**config.mk**
```make
export PLATFORM = sky130hd
export DESIGN_NAME = cube_config_ambiguity_check
export DESIGN_NICKNAME = d
export VERILOG_FILES = /design/src/cca_pkg.sv /design/src/cube_config_ambiguity_check.sv /design/src/cca_seed.sv /design/src/cca_flood.sv /design/src/cca_judge.sv
export SDC_FILE = /design/constraint.sdc
export NUM_CORES = 1
export LEC_CHECK = 0
export ABC_CLOCK_PERIOD_IN_PS = 3720
export CAP_MARGIN = 10
export CORE_MARGIN = 4
export CORE_UTILIZATION = 55
export DETAILED_ROUTE_END_ITERATION = 7
export DONT_BUFFER_PORTS = 1
export PLACE_DENSITY = 0.7
export SYNTH_ARGS = -nofsm -noshare
export SYNTH_HDL_FRONTEND = slang
export SYNTH_SLANG_ARGS = --single-unit
```
**constraint.sdc**
```tcl
create_clock -name clk -period 3.72 [get_ports clk]
set_input_delay 0.744 -clock clk [delete_from_list [all_inputs] [get_ports clk]]
set_output_delay 0.744 -clock clk [all_outputs]
set_load 0.02 [all_outputs]
```
**src/cca_pkg.sv**
```systemverilog
`timescale 1ns / 1ps

package cca_pkg;

	// Cube geometry
	localparam int CUBE_DIM    = 3;
	localparam int NUM_CORNERS = 1 << CUBE_DIM;
	localparam int FACET_CNT   = 2 * CUBE_DIM;
	// Regions: every facet, then the whole cube
	localparam int NUM_REGIONS = FACET_CNT + 1;
	localparam int WHOLE_IDX   = FACET_CNT;

	// Port widths
	localparam int PATTERN_W = 8;
	localparam int FACETS_W  = 6;
	localparam int COUNT_W   = 3;

	// Internal widths that cover both the geometry and the port fields
	localparam int PAT_EXT_W  = (NUM_CORNERS > PATTERN_W) ? NUM_CORNERS : PATTERN_W;
	localparam int MASK_EXT_W = (FACET_CNT > FACETS_W) ? FACET_CNT : FACETS_W;
	localparam int CNT_BITS   = $clog2(FACET_CNT + 1);
	localparam int CNT_EXT_W  = (CNT_BITS > COUNT_W) ? CNT_BITS : COUNT_W;

	// A shortest path inside a component never exceeds corners - 1 edges
	localparam int FLOOD_STEPS     = NUM_CORNERS - 1;
	localparam int FLOOD_STAGES    = 2;
	localparam int STEPS_PER_STAGE = (FLOOD_STEPS + FLOOD_STAGES - 1) / FLOOD_STAGES;

	typedef logic [NUM_CORNERS-1:0] corners_t;

	// Per-region flood state: allowed sets of each sign and what is reached so far
	typedef struct packed {
		corners_t pos;
		corners_t neg;
		corners_t pos_reach;
		corners_t neg_reach;
	} region_t;

	typedef region_t [NUM_REGIONS-1:0] regions_t;

	// Corners of region r: facet r holds coordinate (r mod D) == (r div D)
	function automatic corners_t region_mask(input int r);
		corners_t m;
		int       axis;
		int       side;
		m    = '0;
		axis = r % CUBE_DIM;
		side = r / CUBE_DIM;
		for (int v = 0; v < NUM_CORNERS; v++) begin
			if (r == WHOLE_IDX) begin
				m[v] = 1'b1;
			end else begin
				m[v] = (((v >> axis) & 1) == side);
			end
		end
		return m;
	endfunction

	// One step of flood fill along cube edges inside the allowed set
	function automatic corners_t flood_step(input corners_t reach, input corners_t allowed);
		corners_t nxt;
		nxt = reach;
		for (int v = 0; v < NUM_CORNERS; v++) begin
			for (int d = 0; d < CUBE_DIM; d++) begin
				if (reach[v] && allowed[v ^ (1 << d)]) begin
					nxt[v ^ (1 << d)] = 1'b1;
				end
			end
		end
		return nxt;
	endfunction

endpackage

```
**src/cube_config_ambiguity_check.sv**
```systemverilog
`timescale 1ns / 1ps

// Ambiguity check for one cube sign pattern. A pattern is taken on every clock
// in which start is high (busy never rises), and its result shows on the
// outputs, marked by done, for exactly one cycle; the receiver must take it
// then. The pattern passes through the seed stage, two flood-fill stages and
// the compare/count stage, each registered. Throughput is one transaction per
// clock. No state survives between patterns and no initialization pass
// follows reset.
module cube_config_ambiguity_check import cca_pkg::*; (
	input  logic                 clk,
	input  logic                 arst_n,
	input  logic                 start,
	output logic                 busy,
	input  logic [PATTERN_W-1:0] sign_pattern,
	output logic                 done,
	output logic                 config_ambiguous,
	output logic [FACETS_W-1:0]  ambiguous_facets,
	output logic [COUNT_W-1:0]   ambiguous_facet_count
);

	logic     valid_s1;
	regions_t regions_s1;
	logic     valid_s2;
	regions_t regions_s2;
	logic     valid_s3;
	regions_t regions_s3;

	// Fully pipelined, never stalls
	assign busy = 1'b0;

	// Seed
	cca_seed u_seed (
		.clk          (clk),
		.arst_n       (arst_n),
		.in_valid     (start && !busy),
		.sign_pattern (sign_pattern),
		.valid_s1     (valid_s1),
		.regions_s1   (regions_s1)
	);

	// First half of flood fill
	cca_flood u_flood_a (
		.clk         (clk),
		.arst_n      (arst_n),
		.valid_in    (valid_s1),
		.regions_in  (regions_s1),
		.valid_out   (valid_s2),
		.regions_out (regions_s2)
	);

	// Second half of flood fill
	cca_flood u_flood_b (
		.clk         (clk),
		.arst_n      (arst_n),
		.valid_in    (valid_s2),
		.regions_in  (regions_s2),
		.valid_out   (valid_s3),
		.regions_out (regions_s3)
	);

	// Compare and count
	cca_judge u_judge (
		.clk          (clk),
		.arst_n       (arst_n),
		.valid_in     (valid_s3),
		.regions_in   (regions_s3),
		.done_s4      (done),
		.whole_amb_s4 (config_ambiguous),
		.facets_s4    (ambiguous_facets),
		.count_s4     (ambiguous_facet_count)
	);

`ifndef SYNTHESIS
	// Every accepted pattern yields a result
	a_latency: assert property (@(posedge clk) disable iff (!arst_n)
		(start && !busy) |-> ##4 done)
		else $error("result missing four cycles after accepted pattern");

	// No result without a matching accepted pattern
	a_no_spurious: assert property (@(posedge clk) disable iff (!arst_n)
		done |-> $past(start && !busy, 4))
		else $error("result without matching transaction");

	// Count agrees with the facet mask
	a_count: assert property (@(posedge clk) disable iff (!arst_n)
		done |-> (ambiguous_facet_count == COUNT_W'($countones(ambiguous_facets))))
		else $error("facet count disagrees with facet mask");

	// An all-zero pattern is never ambiguous
	a_uniform: assert property (@(posedge clk) disable iff (!arst_n)
		(start && !busy && sign_pattern == '0) |->
		##4 (done && !config_ambiguous && ambiguous_facets == '0))
		else $error("uniform pattern reported ambiguous");
`endif

endmodule

```
**src/cca_seed.sv**
```systemverilog
`timescale 1ns / 1ps

module cca_seed import cca_pkg::*; (
	input  logic                 clk,
	input  logic                 arst_n,
	input  logic                 in_valid,
	input  logic [PATTERN_W-1:0] sign_pattern,
	output logic                 valid_s1,
	output regions_t             regions_s1
);

	logic [PAT_EXT_W-1:0] pat_ext;
	corners_t             ones;
	regions_t             regions_d;

	// Bits beyond the corner count are dropped, missing corners read as 0
	assign pat_ext = PAT_EXT_W'(sign_pattern);
	assign ones    = pat_ext[NUM_CORNERS-1:0];

	// Split each region by sign and seed both floods at the lowest corner
	always_comb begin
		for (int r = 0; r < NUM_REGIONS; r++) begin
			regions_d[r].pos       = ones & region_mask(r);
			regions_d[r].neg       = ~ones & region_mask(r);
			regions_d[r].pos_reach = regions_d[r].pos & (~regions_d[r].pos + corners_t'(1));
			regions_d[r].neg_reach = regions_d[r].neg & (~regions_d[r].neg + corners_t'(1));
		end
	end

	always_ff @(posedge clk or negedge arst_n) begin
		if (!arst_n) begin
			valid_s1 <= 1'b0;
		end else begin
			valid_s1 <= in_valid;
		end
	end

	always_ff @(posedge clk) begin
		regions_s1 <= regions_d;
	end

endmodule

```
**src/cca_flood.sv**
```systemverilog
`timescale 1ns / 1ps

module cca_flood import cca_pkg::*; (
	input  logic     clk,
	input  logic     arst_n,
	input  logic     valid_in,
	input  regions_t regions_in,
	output logic     valid_out,
	output regions_t regions_out
);

	regions_t grown;

	// STEPS_PER_STAGE flood steps for all regions side by side
	always_comb begin
		grown = regions_in;
		for (int r = 0; r < NUM_REGIONS; r++) begin
			for (int s = 0; s < STEPS_PER_STAGE; s++) begin
				grown[r].pos_reach = flood_step(grown[r].pos_reach, grown[r].pos);
				grown[r].neg_reach = flood_step(grown[r].neg_reach, grown[r].neg);
			end
		end
	end

	always_ff @(posedge clk or negedge arst_n) begin
		if (!arst_n) begin
			valid_out <= 1'b0;
		end else begin
			valid_out <= valid_in;
		end
	end

	always_ff @(posedge clk) begin
		regions_out <= grown;
	end

endmodule

```
**src/cca_judge.sv**
```systemverilog
`timescale 1ns / 1ps

module cca_judge import cca_pkg::*; (
	input  logic                clk,
	input  logic                arst_n,
	input  logic                valid_in,
	input  regions_t            regions_in,
	output logic                done_s4,
	output logic                whole_amb_s4,
	output logic [FACETS_W-1:0] facets_s4,
	output logic [COUNT_W-1:0]  count_s4
);

	logic [NUM_REGIONS-1:0] amb;
	logic [MASK_EXT_W-1:0]  facet_ext;
	logic [CNT_EXT_W-1:0]   cnt;

	// A region is ambiguous when a flood missed part of its own sign
	always_comb begin
		for (int r = 0; r < NUM_REGIONS; r++) begin
			amb[r] = (regions_in[r].pos_reach != regions_in[r].pos) ||
			         (regions_in[r].neg_reach != regions_in[r].neg);
		end
	end

	// Facet mask and its population count
	always_comb begin
		facet_ext = MASK_EXT_W'(amb[FACET_CNT-1:0]);
		cnt       = '0;
		for (int f = 0; f < FACET_CNT; f++) begin
			cnt = cnt + CNT_EXT_W'(amb[f]);
		end
	end

	always_ff @(posedge clk or negedge arst_n) begin
		if (!arst_n) begin
			done_s4 <= 1'b0;
		end else begin
			done_s4 <= valid_in;
		end
	end

	always_ff @(posedge clk) begin
		whole_amb_s4 <= amb[WHOLE_IDX];
		facets_s4    <= facet_ext[FACETS_W-1:0];
		count_s4     <= cnt[COUNT_W-1:0];
	end

endmodule
```
==> flow_summary.rst <==
.. list-table::
   :header-rows: 1

   * - Metric
     - Value
   * - Biggest fanout along the worst timing path
     - 4
   * - Number of max-cap violations
     - 0
   * - Required time at the worst-slack endpoint
     - roughly 4.1 ns
   * - Type of the setup path with the least slack
     - reg -> reg
   * - Pin slew with the least headroom to its limit
     - just under 0.8 ns
   * - Flip-flop and latch count after synthesis
     - roughly 230
   * - Final hold viol count
     - 0
   * - Share of total power in sequential cells
     - 0.513
   * - Starting DRC count in detailed routing
     - around 830
   * - Initial standard-cell utilization of the core
     - 0.5643
   * - Maximum ir drop on the vdd rail
     - just over 0.4 mV
   * - Setup repair after global routing missed its margin
     - false
   * - Diodes inserted
     - 0
   * - HPWL after detailed placement
     - 15.31 mm
   * - Post-CTS sizing
     - 0
   * - Count of antenna-violating nets left after detailed routing
     - 0
   * - Antenna violations before repair
     - 0
   * - Synthesized area per cell
     - 9.450 um^2
   * - Number of nets in the final layout
     - between 900 and 1,000
   * - Row count
     - 46
   * - Pwr per Cell Area
     - 569.6 nW/um^2
   * - Area share of the largest cell type after synthesis
     - 0.5074
   * - Top_reg_cell synth
     - sky130_fd_sc_hd__dfxtp_1
   * - Die extent in x
     - 135.9 um
   * - Die span in y
     - between 100 and 150 um
   * - Cell chosen for the clock root
     - sky130_fd_sc_hd__clkbuf_16
   * - DIE AREA
     - between 15,000 and 20,000 um^2
   * - Top cells by instance count after synthesis
     - sky130_fd_sc_hd__dfxtp_1 (228), sky130_fd_sc_hd__nor2_1 (129), sky130_fd_sc_hd__a21o_1 (67)
   * - Area taken by flip-flops and latches
     - about 4700 um^2
   * - Static Leakage
     - approximately 4 nW
   * - Least setup slack across all paths after layout
     - a little over 0.8 ns
   * - Dpl ws
     - approximately 0.8 ns
   * - TritonCTS sink count
     - roughly 230
   * - Hold Crit Class
     - in -> reg
   * - GR Util All Layers
     - 0.2351
   * - Max-Slew Margin vs Limit
     - 0.4755
   * - Clock H-tree levels
     - 1
   * - Clock group share of total power
     - 0.407
   * - Setup bufs post-CTS
     - 0
   * - Top post-synthesis cells by area
     - sky130_fd_sc_hd__dfxtp_1 (51%), sky130_fd_sc_hd__xor2_1 (5.8%), sky130_fd_sc_hd__a21o_1 (5.6%)
   * - Bufs on Longest Clock Path
     - 3
   * - Setup clock skew after layout
     - 0.01206 ns
   * - Most instantiated library cell after synthesis
     - sky130_fd_sc_hd__dfxtp_1
   * - Post-synth ARST share
     - 0.01724
   * - Wire per inst
     - 18.86 um
   * - Final-layout fill cell count
     - approximately 1,300
   * - Global-route wire length before repair
     - 35.07 mm
   * - Number of search-and-repair iterations in the first detailed-routing pass
     - 8
   * - Result of the run
     - complete, but fails checks
   * - Setup TNS
     - 0 ns
   * - Core Area
     - about 16,000 um^2
   * - Number of global-route vias before repair
     - 6,627
   * - Count of boundary I/O pins
     - 23
   * - Period Utilization, post-route
     - 0.7810
   * - Final number of setup-violating endpoints
     - 0
   * - Design internal power
     - 4.229 mW
   * - Residual DRC count
     - 2
   * - Crit path launch type
     - flip-flop
   * - CP Capture Type
     - flip-flop
   * - Routed vias
     - between 6,000 and 7,000
   * - Insertion delay of the later-clocked pin in the worst-skew pair
     - around 0.50 ns
   * - Post-Synthesis Cells
     - around 950
   * - Fmax
     - approximately 340 MHz
   * - Number of CTS-inserted buffers
     - 23
   * - Sw Ratio
     - 0.2426
   * - Final critical path time including I/O delays and setup
     - roughly 2.9 ns
   * - Switching Power
     - 1.355 mW
   * - Cell taking the most area after synthesis
     - sky130_fd_sc_hd__dfxtp_1
   * - Clock tree from TritonCTS
     - built
   * - Mapped Nets
     - between 900 and 1,000
   * - Area growth from synthesis to layout
     - 8.985%
   * - Total wire length after detailed routing
     - 21.63 mm
   * - Relative contribution of combinational cells to total power
     - 0.079
   * - Input/output buffers
     - 0
   * - Clk slew on worst S/H paths
     - 0.06 ns
   * - Grt total ovfl
     - 0
   * - Maximum number of pins on one net before global-route repair
     - 20
   * - Gp weighted congestion
     - between 0.9 and 1
   * - Violated checks
     - DRC
   * - Share of synthesized area occupied by flip-flops and latches
     - 0.5185
   * - Share of layout cells above drive strength 1
     - 0.06015
   * - Multi-input logic area
     - between 4000 and 5000 um^2
   * - EDFF count, synth
     - 0
   * - Average vias per placed instance
     - 6.099
   * - Post-Syn Area
     - about 9000 um^2
   * - Number of synthesis warnings
     - 0
   * - Arrival time at the worst endpoint
     - between 3 and 4 ns
   * - Count of pins over their slew limit
     - 0
   * - Distinct cells, synth
     - 56
stage by stage:
| step | power (mW) | instances | hold slack (ns) | util | area, um^2 |
|---|---|---|---|---|---|
| floorplan | 3.206 | 952 | 0.3290 | - | 8996 |
| global placement | 3.337 | 1105 | 0.3440 | 0.5668 | 9036 |
| detailed placement | 3.346 | 1105 | 0.3386 | 0.5668 | 9036 |
| CTS | 5.603 | 1147 | 0.2450 | 0.6150 | 9804 |
| global route | 5.790 | 1147 | 0.2436 | 0.6150 | 9804 |
| finish | 5.584 | 1147 | 0.2616 | 0.6150 | 9804 |
layout by cell type (no fill, tap or decap), types with 6 or more instances in the layout:
cell type,n
sky130_fd_sc_hd__a211o_1,15
sky130_fd_sc_hd__a21boi_0,8
sky130_fd_sc_hd__a21o_1,67
sky130_fd_sc_hd__a21oi_1,15
sky130_fd_sc_hd__a31oi_1,18
sky130_fd_sc_hd__clkbuf_16,23
sky130_fd_sc_hd__dfxtp_1,228
sky130_fd_sc_hd__inv_1,21
sky130_fd_sc_hd__nand2_1,38
sky130_fd_sc_hd__nand2b_1,7
sky130_fd_sc_hd__nand3_1,12
sky130_fd_sc_hd__nand4_1,8
sky130_fd_sc_hd__nor2_1,129
sky130_fd_sc_hd__nor3_1,28
sky130_fd_sc_hd__nor4_1,24
sky130_fd_sc_hd__o21ai_0,48
sky130_fd_sc_hd__o21bai_1,6
sky130_fd_sc_hd__o31a_1,28
sky130_fd_sc_hd__o31ai_1,14
sky130_fd_sc_hd__o41ai_1,14
sky130_fd_sc_hd__or2_2,12
sky130_fd_sc_hd__or3_1,18
sky130_fd_sc_hd__xor2_1,60
path summary, 6_finish.rpt:
path	from	endpoint	slack, ns	cells after the start
max	u_flood_b.regions_out[57]	u_judge.count_s4[1]	0.81	9
min	sign_pattern[7]	u_seed.regions_s1[159]	0.26	0
max reg2reg	u_flood_b.regions_out[57]	u_judge.count_s4[1]	0.81	9
min reg2reg	u_flood_a.valid_out	u_flood_b.valid_out	0.35	0
max in group asynchronous	arst_n	u_seed.valid_s1	3.05	1
min in group asynchronous	arst_n	u_judge.done_s4	0.51	1
power groups by stage:
stage | Combinational, mW | Sequential [mW] | Clock (mW)
detailed placement | 0.431 | 2.91 | 0
global placement | 0.427 | 2.91 | 0
global route | 0.494 | 2.89 | 2.41
finish | 0.442 | 2.87 | 2.28
CTS | 0.437 | 2.86 | 2.31
floorplan | 0.411 | 2.80 | 0
worst max-delay path: stages (launching register included):
cell,delay [ns]
sky130_fd_sc_hd__dfxtp_1,0.44
sky130_fd_sc_hd__xor2_1,0.11
sky130_fd_sc_hd__nor4_1,0.33
sky130_fd_sc_hd__nand2_1,0.14
sky130_fd_sc_hd__ha_1,0.30
sky130_fd_sc_hd__inv_1,0.05
sky130_fd_sc_hd__fa_1,0.50
sky130_fd_sc_hd__inv_1,0.05
sky130_fd_sc_hd__fa_1,0.43
sky130_fd_sc_hd__fa_1,0.42
cell type report:
class	instances	share of cell area
sequential	232	0.4758
clock inverter	9	0.01110
timing repair buffer	4	0.003318
inverter	21	0.008040
tap	216	0.02757
multi-input combinational	633	0.4080
clock buffer	32	0.06623
state kept, by name (all words and copies together) (netlist names), 3 cells and up:
| signal | flops |
|---|---|
| u_flood_a.regions_out | 80 |
| u_flood_b.regions_out | 80 |
| u_judge.count_s4 | 3 |
| u_judge.facets_s4 | 6 |
| u_seed.regions_s1 | 58 |
timing repair:
item | in CTS | in global routing
setup endpoints to repair | 0 | 0
hold buffers | 1 | 0
hold endpoints to repair | 4 | 0
logic make-up (layout without fill, tap and decap cells):
| group | Yosys count | after routing | share of synthesized area |
|---|---|---|---|
| and+or+nand+nor | 304 | 304 | 0.1650 |
| DFF | 232 | 232 | 0.5185 |
| other | 1 | 1 | 0.0004168 |
| buffers and inverters | 87 | 66 | 0.03686 |
| AOI/OAI and AO/OA | 260 | 260 | 0.2089 |
| xor gates and xnor gates | 64 | 64 | 0.06231 |
| adders and majority gates | 4 | 4 | 0.008067 |
per-layer routing:
layer | vias to the layer above | track usage | routed length (um)
met2 | 335 | 0.3540 | 9244
met1 | 3272 | 0.3475 | 10140
met5 | - | 0 | 0
li1 | 3318 | - | -
met3 | 71 | 0.04737 | 1704
met4 | 0 | 0.05991 | 543
Note: power is estimated with default switching activity, not from simulation.
